File: src/design/obg_pkg.sv
// shared constants, types and helper functions of the broadcast offset generator
package obg_pkg;

  localparam int MAX_RANK    = 4;
  localparam int DIM_BITS    = 16;
  localparam int OFFSET_BITS = 32;
  localparam int NUM_OPS     = 3;
  localparam int SHAPE_BITS  = 64;
  localparam int OUT_BITS    = 32;
  localparam int IDX_BITS    = 2;
  localparam int STATUS_BITS = 2;
  localparam int IN_BITS     = 8;
  localparam int TDATA_BITS  = 4 * OUT_BITS;
  localparam int STEP_BITS   = $clog2(MAX_RANK + 2);

  // every dim of 1
  localparam logic [SHAPE_BITS-1:0] SHAPE_RESET = 64'h0001_0001_0001_0001;

  typedef enum logic [STATUS_BITS-1:0] {
    ST_OK       = 2'd0,
    ST_MISMATCH = 2'd1,
    ST_EMPTY    = 2'd2,
    ST_OVERFLOW = 2'd3
  } gen_status_t;

  // derived shape data handed from the setup sequencer to the odometer
  typedef struct packed {
    logic [MAX_RANK-1:0][DIM_BITS-1:0]               dims;
    logic [NUM_OPS-1:0][MAX_RANK:0][OFFSET_BITS-1:0] delta;
    logic [OFFSET_BITS-1:0]                          cnt_m1;
    gen_status_t                                     status;
  } gen_cfg_t;

  typedef struct packed {
    logic [OUT_BITS-1:0] element_index;
    logic [OUT_BITS-1:0] offset_first;
    logic [OUT_BITS-1:0] offset_second;
    logic [OUT_BITS-1:0] offset_third;
    logic                last;
    gen_status_t         status;
  } result_t;

  // dim of one axis, axes past the register read as 1
  function automatic logic [DIM_BITS-1:0] dim_of(input logic [SHAPE_BITS-1:0] shape,
                                                 input int axis);
    logic [SHAPE_BITS+DIM_BITS-1:0] ext;
    ext = {{DIM_BITS{1'b0}}, shape};
    if (axis * DIM_BITS >= SHAPE_BITS) begin
      return DIM_BITS'(1);
    end
    return ext[axis*DIM_BITS +: DIM_BITS];
  endfunction

  // broadcast rule, msb flags a mismatch, mismatching axis keeps the left dim
  function automatic logic [DIM_BITS:0] combine(input logic [DIM_BITS-1:0] a,
                                                input logic [DIM_BITS-1:0] b);
    if (a == b || b == DIM_BITS'(1)) begin
      return {1'b0, a};
    end
    if (a == DIM_BITS'(1)) begin
      return {1'b0, b};
    end
    return {1'b1, a};
  endfunction

endpackage

File: src/design/obg_odometer.sv
// output coordinate odometer with running operand offsets and flat index
module obg_odometer (
  input  logic               clk,
  input  logic               rst,
  input  logic               clear,
  input  logic               step_en,
  input  logic               restart,
  input  obg_pkg::gen_cfg_t  gen,
  output obg_pkg::result_t   res
);
  import obg_pkg::*;

  logic [DIM_BITS-1:0]    coord [MAX_RANK];
  logic [OFFSET_BITS-1:0] offs [NUM_OPS];
  logic [OFFSET_BITS-1:0] index;

  logic [DIM_BITS-1:0]    base_coord [MAX_RANK];
  logic [OFFSET_BITS-1:0] base_offs [NUM_OPS];
  logic [OFFSET_BITS-1:0] base_index;
  logic [DIM_BITS-1:0]    coord_inc [MAX_RANK];
  logic [MAX_RANK-1:0]    wraps;
  logic [MAX_RANK:0]      carry;
  logic [MAX_RANK:0]      stop;
  logic [OFFSET_BITS-1:0] dsel [NUM_OPS];
  logic [DIM_BITS-1:0]    coord_next [MAX_RANK];
  logic [OFFSET_BITS-1:0] offs_next [NUM_OPS];
  logic [OFFSET_BITS-1:0] index_next;
  logic                   at_last;

  // a restart beat works from element zero
  always_comb begin
    for (int d = 0; d < MAX_RANK; d++) begin
      base_coord[d] = restart ? '0 : coord[d];
    end
    for (int k = 0; k < NUM_OPS; k++) begin
      base_offs[k] = restart ? '0 : offs[k];
    end
    base_index = restart ? '0 : index;
  end

  // carry chain, stop marks the axis that takes the increment
  always_comb begin
    carry[0] = 1'b1;
    for (int d = 0; d < MAX_RANK; d++) begin
      coord_inc[d] = base_coord[d] + DIM_BITS'(1);
      wraps[d]     = coord_inc[d] >= gen.dims[d];
      carry[d+1]   = carry[d] & wraps[d];
      stop[d]      = carry[d] & ~wraps[d];
      if (carry[d]) begin
        coord_next[d] = wraps[d] ? '0 : coord_inc[d];
      end else begin
        coord_next[d] = base_coord[d];
      end
    end
    stop[MAX_RANK] = carry[MAX_RANK];
  end

  // offset step is prebuilt per carry depth
  always_comb begin
    for (int k = 0; k < NUM_OPS; k++) begin
      dsel[k] = '0;
      for (int j = 0; j <= MAX_RANK; j++) begin
        if (stop[j]) begin
          dsel[k] = dsel[k] | gen.delta[k][j];
        end
      end
      offs_next[k] = base_offs[k] + dsel[k];
    end
  end

  assign at_last    = base_index == gen.cnt_m1;
  assign index_next = at_last ? '0 : base_index + OFFSET_BITS'(1);

  always_comb begin
    if (gen.status != ST_OK) begin
      res.element_index = '0;
      res.offset_first  = '0;
      res.offset_second = '0;
      res.offset_third  = '0;
      res.last          = 1'b1;
    end else begin
      res.element_index = OUT_BITS'(base_index);
      res.offset_first  = OUT_BITS'(base_offs[0]);
      res.offset_second = OUT_BITS'(base_offs[1]);
      res.offset_third  = OUT_BITS'(base_offs[2]);
      res.last          = at_last;
    end
    res.status = gen.status;
  end

  always_ff @(posedge clk) begin
    if (rst || clear) begin
      for (int d = 0; d < MAX_RANK; d++) begin
        coord[d] <= '0;
      end
      for (int k = 0; k < NUM_OPS; k++) begin
        offs[k] <= '0;
      end
      index <= '0;
    end else if (step_en) begin
      if (gen.status == ST_OK) begin
        for (int d = 0; d < MAX_RANK; d++) begin
          coord[d] <= coord_next[d];
        end
        for (int k = 0; k < NUM_OPS; k++) begin
          offs[k] <= offs_next[k];
        end
        index <= index_next;
      end else begin
        for (int d = 0; d < MAX_RANK; d++) begin
          coord[d] <= base_coord[d];
        end
        for (int k = 0; k < NUM_OPS; k++) begin
          offs[k] <= base_offs[k];
        end
        index <= base_index;
      end
    end
  end

endmodule

File: config.mk
export PLATFORM = sky130hd
export DESIGN_NAME = obg_odometer
export DESIGN_NICKNAME = d
export VERILOG_FILES = /design/src/design/obg_pkg.sv /design/src/design/obg_odometer.sv
export SDC_FILE = /design/constraint.sdc
export NUM_CORES = 1
export LEC_CHECK = 0
export ABC_AREA = 1
export BUFFER_PORTS_ARGS = -buffer_cell sky130_fd_sc_hd__buf_2
export CORE_AREA = 2 2 277 279
export CTS_BUF_LIST = sky130_fd_sc_hd__clkbuf_4 sky130_fd_sc_hd__clkbuf_8
export CTS_CLUSTER_DIAMETER = 200
export CTS_CLUSTER_SIZE = 28
export DETAILED_ROUTE_END_ITERATION = 8
export DIE_AREA = 0 0 279 281
export PLACE_DENSITY = 0.59
export SLEW_MARGIN = 15
export SYNTH_ARGS = -nofsm -noshare
export SYNTH_HDL_FRONTEND = slang
export SYNTH_SLANG_ARGS = --single-unit
File: constraint.sdc
create_clock -name clk -period 20.3 [get_ports clk]
set_clock_uncertainty 0.1 [all_clocks]
set_input_delay 4.06 -clock clk [delete_from_list [all_inputs] [get_ports clk]]
set_output_delay 4.06 -clock clk [all_outputs]
set_load 0.02 [all_outputs]
==> results of run 1 <==
[power breakdown]
group          internal, mW  switching [mW]
sequential            0.440         0.00487
combinational         0.117           0.223
clock                0.0957           0.193
[cell type report]
cell class / instances / area [sq um] / area share
clock buffers: 18 / 241 / 0.00890
multi-input cells: 2588 / 14400 / 0.530
flip-flops and latches: 192 / 5450 / 0.201
diodes: 9 / 22.5 / 0.000830
well taps: 978 / 1220 / 0.0451
repair buffers: 737 / 3760 / 0.138
clock inverters: 14 / 160 / 0.00590
inverters: 499 / 1900 / 0.0702
[worst register-to-register path, delay by kind of cell (launching register included)]
family	cells	cell delay [ns]
adders and majority gates	4	1.27
and+or+nand+nor	22	2.57
DFF	1	0.34
xor gates and xnor gates	1	0.17
AOI/OAI and AO/OA	6	1.80
buffers and inverters	8	1.34
[layer usage]
| layer | part of all wire | up-vias | global-route usage |
|---|---|---|---|
| met5 | 0.00035 | - | 0 |
| met4 | 0.038 | 6 | 0.109 |
| li1 | - | 12600 | - |
| met3 | 0.070 | 106 | 0.0437 |
| met2 | 0.46 | 1012 | 0.441 |
| met1 | 0.43 | 12000 | 0.342 |
[state kept, by name, indices dropped and copies added (netlist names)]
signal / count
coord: 64
offs: 96
index: 32
[cells by family (layout without fill, tap and decap cells)]
| kind of cell | count (synthesis) | after routing |
|---|---|---|
| xor gates and xnor gates | 123 | 123 |
| DFF | 192 | 192 |
| and+or+nand+nor | 1588 | 1588 |
| adders and majority gates | 194 | 194 |
| AOI/OAI and AO/OA | 683 | 683 |
| buffers and inverters | 636 | 1268 |
| other | 0 | 9 |
[how the worst max path moves through the flow]
| stage | startpoint | to | slack [ns] | depth (start not counted) |
|---|---|---|---|---|
| finish | restart | offs[0][21]$_DFFE_PP_ | 8.69 | 38 |
| global route | restart | offs[0][21]$_DFFE_PP_ | 8.06 | 38 |
| CTS | restart | offs[0][21]$_DFFE_PP_ | 8.87 | 38 |
| detailed placement | restart | offs[0][21]$_DFFE_PP_ | 8.21 | 38 |
| global placement | restart | offs[0][21]$_DFFE_PP_ | 8.34 | 38 |
| floorplan | restart | offs[0][24]$_DFFE_PP_ | 9.85 | 45 |
[layout by cell type, fill, tap and decap left out, types with 14 or more instances in the layout]
| cell type | count |
|---|---|
| edfxtp_1 | 160 |
| o21ai_0 | 215 |
| inv_1 | 480 |
| nand3_1 | 126 |
| buf_2 | 712 |
| a21oi_1 | 217 |
| a221oi_1 | 70 |
| ha_1 | 191 |
| a22o_1 | 27 |
| nor2_2 | 22 |
| buf_4 | 24 |
| dfxtp_1 | 32 |
| nand4_1 | 48 |
| clkbuf_8 | 18 |
| a22oi_1 | 15 |
| nor3_1 | 65 |
| nand2_1 | 880 |
| nor2_1 | 374 |
| xor2_1 | 75 |
| o21a_1 | 17 |
| xnor2_1 | 48 |
| o22ai_1 | 51 |
| o21ai_1 | 14 |
==> results by group, run 1 <==
Placed design
  • Post-DP Area: around 27,000 sq um
  • PortBufs: 713
  • DP HPWL: around 87,000 um
  • DP Cell Count: about 5,000
  • Place WS: 8.21 ns
  • GPL Wtd Cong: 0.985

Pwr
  • Peak supply drop: 0.0318 mV
  • Total power draw: 1.07 mW
  • Leakage: 13.4 nW
  • PwrDens: 39.6 nW/um^2

Die
  • Die X: 279 um
  • Die height: 281 um
  • IO Pins: roughly 700
  • Die ar.: approximately 78,000 sq um
  • Core box area: ~75,000 sq um
  • Row count: 101
  • Initial Util: 0.296

Clock network
  • CTS Root Buffer Type: clkbuf_8
  • Worst-skew pair later-pin latency: around 0.6 ns
  • Hold-fix buffers, CTS: 0
  • TritonCTS clock tree: done
  • CTS Buf Count: 17
  • Htree depth: 4
  • Post-CTS setup buffers: 0
  • Post-CTS sizing: 0
  • CTS Sinks: between 150 and 200
  • Clk slew on worst S/H paths: 0.14 ns
  • Longest Clk Path Bufs: 2

Synth
  • Synth Area in Adders: 0.110
  • Syn Inst Count: roughly 3,400
  • Post-Syn Area: around 22,000 sq um
  • Top-count cell post-synth: nand2_1
  • Syn_nets: 4,193
  • Syn_area_per_cell: roughly 6.5 sq um
  • Synth area leaders: edfxtp_1 22%, nand2_1 15%, ha_1 11%
  • Ys flop type: edfxtp_1
  • Simple-Gate Fraction of Synth Area: 0.301
  • Synth warnings: 0
  • Unique cell type count in the Yosys netlist: 61
  • Largest family of logic cells by synthesized area: simple AND/OR/NAND/NOR gates
  • FFs w/ async S/R, synth: 0
  • Xor and xnor fraction of the mapped netlist area: 0.0482
  • Mux cell area share after synthesis: 0
  • Post-synth EDFFs: 160
  • #FFs+latches synth: about 190
  • Top cell type's share of synthesized area: 0.215
  • Seq/Total Area, Yosys: 0.244
  • Compound-Gate Fraction of Synth Area: 0.184
  • Post-synthesis cell type with the largest combined area: edfxtp_1
  • Commonest cells post-synth: 880 x nand2_1, 485 x inv_1, 374 x nor2_1

Layout
  • Final core utilization: 0.360
  • Fillcell total: approximately 8,400
  • Final std cell area, no fill: 27,100 sq um
  • Layout cells sized above 1: 0.213
  • Fin cells: 5,035
  • Area grow syn2layout: 21.5%
  • Final nets: roughly 4,800

Global routing
  • Pin count of the biggest net entering global routing: 85
  • Initial antenna violation count: 15
  • First-pass GRT wire length: 155,000 um
  • GRT Total Usage: 0.266
  • Total gr overflow: 0
  • Vias in the first global route: 24,500

STA
  • Final min period: 11.61 ns
  • Worst-margin pin slew: between 1 and 1.5 ns
  • Setup TNS: 0 ns
  • Unrepaired setup endpoints after global routing: no
  • Final hold violations: 0
  • Slew Viols, Final: 0
  • Setup WS post-layout: 8.69 ns
  • Fmax achieved: ~86 MHz
  • Hold WS: 0.365 ns
  • Relative slew slack: 0.276
  • Final setup fails: 0
  • Final Cycle Share: 0.572

Setup path
  • Crit-path most repeated cell: nand3_1
  • Critical path arrival: approximately 12 ns
  • Crit end category: flip-flop
  • Crit path kind: input port to flip-flop
  • R2r setup slk: roughly 12 ns
  • Worst path max stage delay: 0.61 ns
  • Worst Path Max Fanout: 67
  • CP max-delay cell: buf_4
  • CP top delay family: simple AND/OR/NAND/NOR gates
  • Critical path startpoint category: input port
  • WP buf/inv: 7
  • FF-to-FF Start: coord[0][0]$_DFFE_PP_
  • Worst reg2reg path endpoint: offs[0][24]$_DFFE_PP_
  • Worst EP required: a little over 20 ns
  • R2R depth: 41

Min path
  • Worst Hold Depth: 2
  • HP Class: flip-flop to flip-flop
  • Hold wc startpoint: index[30]$_SDFFE_PP0P_
  • Hold Crit Endpoint: index[30]$_SDFFE_PP0P_

Flow run
  • Maxcap violations: 0

Drt
  • DRC violations left: 0
  • First DRT Iteration DRCs: 2,054
  • 1st-pass router iterations: 5
  • Wire per inst: between 20 and 25 um
  • Routed vias: 25,700
  • Via/cell ratio: 5.10
  • Routed WL: 107,000 um
  • Antenna Nets Post-Route: 0

Outcome
  • Status: complete, no violations
(Power assumes the default switching activity.)
==> run 2: changes to the inputs <==
- ABC_AREA: 1 -> 0
- CORE_AREA: 2 2 277 279 -> 2 2 275 277
- DIE_AREA: 0 0 279 281 -> 0 0 277 279
- clock period: 20.3 -> 10.7 ns (I/O delays scaled with it)
==> results by group, run 2 <==
Drt
  • Antenna Nets Post-Route: 0 (unchanged)
  • DRC violations left: 0 (unchanged)
  • Routed vias: 24,400 (was 25,700)
  • First DRT Iteration DRCs: 1,878 (was 2,054)
  • 1st-pass router iterations: 6 (was 5)
  • Wire per inst: 22.9 um (was 21.3 um)
  • Routed WL: 105,000 um (was 107,000 um)
  • Via/cell ratio: 5.35 (was 5.10)

Synth
  • Synth Area in Adders: 0.111 (was 0.110)
  • Largest family of logic cells by synthesized area: simple AND/OR/NAND/NOR gates (unchanged)
  • Syn_nets: 3,746 (was 4,193)
  • Ys flop type: edfxtp_1 (unchanged)
  • Xor and xnor fraction of the mapped netlist area: 0.0626 (was 0.0482)
  • Top cell type's share of synthesized area: 0.219 (was 0.215)
  • Top-count cell post-synth: a21oi_1 (was nand2_1)
  • Unique cell type count in the Yosys netlist: 80 (was 61)
  • Commonest cells post-synth: 378 x a21oi_1, 343 x nand2_1, 278 x nor2_1 (was 880 x nand2_1, 485 x inv_1, 374 x nor2_1)
  • Synth warnings: 0 (unchanged)
  • Syn Inst Count: 2,969 (was 3,416)
  • Syn_area_per_cell: 7.40 sq um (was 6.54 sq um)
  • Post-Syn Area: 22,000 sq um (was 22,300 sq um)
  • Post-synth EDFFs: 160 (unchanged)
  • Simple-Gate Fraction of Synth Area: 0.246 (was 0.301)
  • FFs w/ async S/R, synth: 0 (unchanged)
  • Mux cell area share after synthesis: 0.0469 (was 0)
  • Compound-Gate Fraction of Synth Area: 0.226 (was 0.184)
  • #FFs+latches synth: 192 (unchanged)
  • Synth area leaders: edfxtp_1 22%, ha_1 11%, a21oi_1 8.6% (was edfxtp_1 22%, nand2_1 15%, ha_1 11%)
  • Post-synthesis cell type with the largest combined area: edfxtp_1 (unchanged)
  • Seq/Total Area, Yosys: 0.248 (was 0.244)

Clock network
  • CTS Buf Count: 17 (unchanged)
  • Worst-skew pair later-pin latency: 0.59 ns (was 0.60 ns)
  • Htree depth: 4 (unchanged)
  • Post-CTS sizing: 0 (unchanged)
  • Clk slew on worst S/H paths: 0.14 ns (about the same)
  • CTS Root Buffer Type: clkbuf_8 (unchanged)
  • Post-CTS setup buffers: 0 (unchanged)
  • Hold-fix buffers, CTS: 0 (unchanged)
  • CTS Sinks: 192 (unchanged)
  • TritonCTS clock tree: done (unchanged)
  • Longest Clk Path Bufs: 2 (unchanged)

Layout
  • Number of flip-flops in the largest register: 96 (unchanged)
  • Final std cell area, no fill: 27,000 sq um (was 27,100 sq um)
  • Fin cells: 4,568 (was 5,035)
  • Largest regs: offs: 96 flops, coord: 64 flops, index: 32 flops (unchanged)
  • Most frequent cells in the layout: 712 x buf_2, 378 x a21oi_1, 341 x nand2_1, 276 x nor2_1, 227 x o21ai_0 (was 880 x nand2_1, 712 x buf_2, 480 x inv_1, 374 x nor2_1, 217 x a21oi_1)
  • Layout cells sized above 1: 0.232 (was 0.213)
  • Most flops, register: offs (unchanged)
  • Commonest non-fill, non-tap cell in the layout: buf_2 (was nand2_1)
  • Final nets: 4,342 (was 4,812)
  • Area grow syn2layout: 23.0% (was 21.5%)

Die
  • Core box area: 74,100 sq um (was 75,400 sq um)
  • IO Pins: 714 (unchanged)
  • Initial Util: 0.297 (was 0.296)
  • Die height: 279 um (was 281 um)
  • Die ar.: 77,300 sq um (was 78,400 sq um)
  • Row count: 100 (was 101)
  • Die X: 277 um (was 279 um)

Setup path
  • Crit end category: flip-flop (unchanged)
  • Critical path startpoint category: input port (unchanged)
  • Worst EP required: 10.94 ns (was 20.53 ns)
  • CP max-delay cell: nor4_1 (was buf_4)
  • Critical path arrival: 9.74 ns (was 11.84 ns)
  • Crit-path most repeated cell: ha_1 (was nand3_1)
  • Crit path kind: input port to flip-flop (unchanged)
  • Worst Path Max Fanout: 48 (was 67)
  • Worst path max stage delay: 0.61 ns (about the same)

Min path
  • HP Class: flip-flop to flip-flop (unchanged)

Pwr
  • PwrDens: 75.6 nW/um^2 (was 39.6 nW/um^2)
  • Leakage: 12.8 nW (was 13.4 nW)
  • Peak supply drop: 0.0739 mV (was 0.0318 mV)
  • Total power draw: 2.04 mW (was 1.07 mW)

Placed design
  • DP HPWL: 82,700 um (was 86,900 um)
  • PortBufs: 713 (unchanged)
  • Post-DP Area: 26,600 sq um (was 26,700 sq um)
  • GPL Wtd Cong: 0.910 (was 0.985)
  • DP Cell Count: 4,515 (was 4,994)

Global routing
  • First-pass GRT wire length: 149,000 um (was 155,000 um)
  • Pin count of the biggest net entering global routing: 116 (was 85)
  • GRT Total Usage: 0.261 (was 0.266)
  • Vias in the first global route: 23,000 (was 24,500)
  • Initial antenna violation count: 44 (was 15)
  • Total gr overflow: 0 (unchanged)

STA
  • Fmax achieved: 105 MHz
  • Setup TNS: 0 ns (unchanged)
  • Slew Viols, Final: 0 (unchanged)
  • Final hold violations: 0 (unchanged)
  • Worst-margin pin slew: 1.15 ns (was 1.09 ns)
  • Final Cycle Share: 0.888
  • Relative slew slack: 0.226 (was 0.276)
  • Final setup fails: 0 (unchanged)
  • Unrepaired setup endpoints after global routing: no (unchanged)
  • Final min period: 9.50 ns

Outcome
  • Status: complete, no violations (unchanged)

Flow run
  • Maxcap violations: 0 (unchanged)
[run 2: changes by cell type after synthesis, moves of 68 or more]
cell      before  now
mux2i_1        0   97
nand2_1      880  343
nor2b_1        0   91
a21oi_1      217  378
nor2_1       374  278
inv_1        485  140
a221oi_1      70    2
[run 2: kinds of logic (layout without fill, tap and decap cells)]
| kind of cell | count (synthesis) | after routing |
|---|---|---|
| flops | 192 | 192 |
| mux | 102 | 102 |
| xor+xnor | 157 | 157 |
| compound gates | 855 | 855 |
| simple gates | 1144 | 1144 |
| other cells | 0 | 21 |
| buf+inv | 325 | 934 |
| fa+ha+maj | 194 | 194 |
[run 2: stage by stage]
step / hold slack, ns / setup slack (ns) / utilization
after floorplan: 0.325 / 0.801 / -
after global placement: 0.335 / 0.765 / 0.358
after detailed placement: 0.345 / 0.642 / 0.358
after CTS: 0.376 / 1.32 / 0.364
after global routing: 0.407 / 0.703 / 0.365
final: 0.378 / 1.20 / 0.365
[run 2: final cells by class]
| type | count | area (sq um) |
|---|---|---|
| sequential | 192 | 5450 |
| inverter | 141 | 537 |
| multi-input combinational | 2452 | 15300 |
| clock buffer | 17 | 234 |
| timing repair buffer | 761 | 4050 |
| tap | 969 | 1210 |
| antenna | 21 | 52.6 |
| clock inverter | 15 | 199 |
| fill | 8036 | 47000 |
[run 2: layer usage]
metal / share of wire / global-route usage / vias to the layer above
met5: 0.0021 / 0 / -
met4: 0.032 / 0.0925 / 34
met3: 0.076 / 0.0525 / 152
met2: 0.48 / 0.447 / 979
met1: 0.41 / 0.324 / 11500
li1: - / - / 11800
[run 2: worst paths after layout]
kind	start	endpoint	slack [ns]	cells after the start
min reg2reg	index[21]$_SDFFE_PP0P_	index[21]$_SDFFE_PP0P_	0.38	2
max	restart	offs[0][30]$_DFFE_PP_	1.20	29
min	index[21]$_SDFFE_PP0P_	index[21]$_SDFFE_PP0P_	0.38	2
max reg2reg	coord[2][0]$_DFFE_PP_	offs[0][30]$_DFFE_PP_	2.59	28
[run 2: power by group]
group	leakage, nW	switching, mW	total [mW]	internal, mW
Combinational	10.5	0.381	0.634	0.253
Clock	0.215	0.376	0.563	0.187
Sequential	2.12	0.0128	0.847	0.834
Total	12.8	0.770	2.04	1.27
[run 2: worst max-delay path: cells and delay by family]
family | cells | cell delay (ns)
AO/OA/AOI/OAI | 13 | 3.06
XOR/XNOR | 2 | 0.32
adder cells (fa/ha/maj) | 4 | 1.27
buffers and inverters | 1 | 0.19
AND/OR/NAND/NOR | 9 | 2.64
==> run 3: changes to the inputs <==
- ABC_AREA: 0 -> unset
- CORE_AREA: 2 2 275 277 -> unset
- CORE_UTILIZATION: unset -> 25
- DIE_AREA: 0 0 277 279 -> unset
- PLACE_DENSITY: 0.59 -> 0.53
==> results by group, run 3 (synthesized netlist as in run 2, its figures left out) <==
Outcome
  • Status: complete, no violations (unchanged)

Clock network
  • Htree depth: 4 (unchanged)
  • Post-CTS setup buffers: 0 (unchanged)
  • Longest Clk Path Bufs: 2 (unchanged)
  • Worst-skew pair later-pin latency: 0.62 ns (was 0.59 ns)
  • CTS Buf Count: 17 (unchanged)
  • TritonCTS clock tree: done (unchanged)
  • Post-CTS sizing: 0 (unchanged)
  • Hold-fix buffers, CTS: 0 (unchanged)
  • CTS Root Buffer Type: clkbuf_8 (unchanged)
  • CTS Sinks: 192 (unchanged)
  • Clk slew on worst S/H paths: 0.16 ns (was 0.14 ns)

Layout
  • Fin cells: 4,748 (was 4,568)
  • Area grow syn2layout: 23.9% (was 23.0%)
  • Fillcell total: 9,551 (was 8,036)
  • Final std cell area, no fill: 27,200 sq um (was 27,000 sq um)
  • Layout cells sized above 1: 0.233 (was 0.232)
  • Most flops, register: offs (unchanged)
  • Commonest non-fill, non-tap cell in the layout: buf_2 (unchanged)
  • Largest regs: offs: 96 flops, coord: 64 flops, index: 32 flops (unchanged)
  • Number of flip-flops in the largest register: 96 (unchanged)
  • Most frequent cells in the layout: 712 x buf_2, 378 x a21oi_1, 341 x nand2_1, 276 x nor2_1, 227 x o21ai_0 (unchanged)
  • Final core utilization: 0.313 (was 0.365)
  • Final nets: 4,343 (was 4,342)

STA
  • Final setup fails: 0 (unchanged)
  • Worst-margin pin slew: 1.12 ns (was 1.15 ns)
  • Setup TNS: 0 ns (unchanged)
  • Slew Viols, Final: 0 (unchanged)
  • Fmax achieved: 106 MHz (was 105 MHz)
  • Final hold violations: 0 (unchanged)
  • Unrepaired setup endpoints after global routing: no (unchanged)
  • Relative slew slack: 0.250 (was 0.226)
  • Final Cycle Share: 0.882 (was 0.888)
  • Setup WS post-layout: 1.27 ns (was 1.20 ns)
  • Final min period: 9.43 ns (was 9.50 ns)
  • Hold WS: 0.381 ns (was 0.378 ns)

Setup path
  • CP max-delay cell: nor4_1 (unchanged)
  • Worst EP required: 10.98 ns (was 10.94 ns)
  • Critical path arrival: 9.71 ns (was 9.74 ns)
  • Critical path startpoint category: input port (unchanged)
  • Crit path kind: input port to flip-flop (unchanged)
  • Worst Path Max Fanout: 44 (was 48)
  • Worst path max stage delay: 0.60 ns (was 0.61 ns)
  • Crit end category: flip-flop (unchanged)

Placed design
  • Place WS: 0.608 ns (was 0.642 ns)
  • DP HPWL: 86,000 um (was 82,700 um)
  • DP Cell Count: 4,702 (was 4,515)
  • PortBufs: 713 (unchanged)
  • GPL Wtd Cong: 0.924 (was 0.910)
  • Post-DP Area: 26,700 sq um (was 26,600 sq um)

Die
  • Die height: 299 um (was 279 um)
  • Core box area: 86,900 sq um (was 74,100 sq um)
  • Die ar.: 89,100 sq um (was 77,300 sq um)
  • Initial Util: 0.253 (was 0.297)
  • Row count: 108 (was 100)
  • IO Pins: 714 (unchanged)
  • Die X: 299 um (was 277 um)

Drt
  • DRC violations left: 0 (unchanged)
  • 1st-pass router iterations: 6 (unchanged)
  • Routed WL: 108,000 um (was 105,000 um)
  • Antenna Nets Post-Route: 0 (unchanged)
  • First DRT Iteration DRCs: 1,819 (was 1,878)
  • Routed vias: 24,300 (was 24,400)
  • Via/cell ratio: 5.12 (was 5.35)
  • Wire per inst: 22.7 um (was 22.9 um)

Pwr
  • PwrDens: 76.5 nW/um^2 (was 75.6 nW/um^2)
  • Peak supply drop: 0.0870 mV (was 0.0739 mV)
  • Total power draw: 2.08 mW (was 2.04 mW)
  • Leakage: 12.8 nW (about the same)

Flow run
  • Maxcap violations: 0 (unchanged)

Global routing
  • Total gr overflow: 0 (unchanged)
  • Initial antenna violation count: 42 (was 44)
  • Pin count of the biggest net entering global routing: 134 (was 116)
  • Vias in the first global route: 22,800 (was 23,000)
  • First-pass GRT wire length: 153,000 um (was 149,000 um)
  • GRT Total Usage: 0.234 (was 0.261)

Min path
  • HP Class: flip-flop to flip-flop (unchanged)
==> run 3: worst max-delay path: cells and delay by family <==
family,cells,cell delay [ns]
AOI/OAI and AO/OA,10,2.41
xor gates and xnor gates,2,0.24
buffers and inverters,2,0.59
and+or+nand+nor,11,3.02
adders and majority gates,4,1.27
==> run 3: power by group <==
part	internal (mW)	switching [mW]	leakage, nW
combinational	0.252	0.383	10.5
sequential	0.834	0.0128	2.12
clock	0.196	0.404	0.224
==> run 3: cell type report <==
| class | count | area [sq um] | share of cell area |
|---|---|---|---|
| diodes | 14 | 35.0 | 0.00129 |
| multi-input cells | 2452 | 15300 | 0.563 |
| clock buffers | 17 | 234 | 0.00859 |
| inverters | 141 | 537 | 0.0197 |
| repair buffers | 762 | 3990 | 0.147 |
| well taps | 1155 | 1450 | 0.0531 |
| clock inverters | 15 | 220 | 0.00809 |
| flip-flops and latches | 192 | 5450 | 0.200 |
==> run 3: final timing paths <==
| path | startpoint | endpoint | slack, ns | cells past startpoint |
|---|---|---|---|---|
| max | restart | offs[0][92]$_DFFE_PP_ | 1.27 | 29 |
| min | index[31]$_SDFFE_PP0P_ | index[31]$_SDFFE_PP0P_ | 0.38 | 1 |
| max reg2reg | coord[2][0]$_DFFE_PP_ | offs[0][92]$_DFFE_PP_ | 2.63 | 28 |
| min reg2reg | index[31]$_SDFFE_PP0P_ | index[31]$_SDFFE_PP0P_ | 0.38 | 1 |
==> run 3: layer usage <==
| metal | GRT usage | routed length (um) |
|---|---|---|
| met5 | 0 | 161 |
| met4 | 0.0752 | 3220 |
| met3 | 0.0515 | 7600 |
| met2 | 0.397 | 51400 |
| met1 | 0.292 | 45400 |
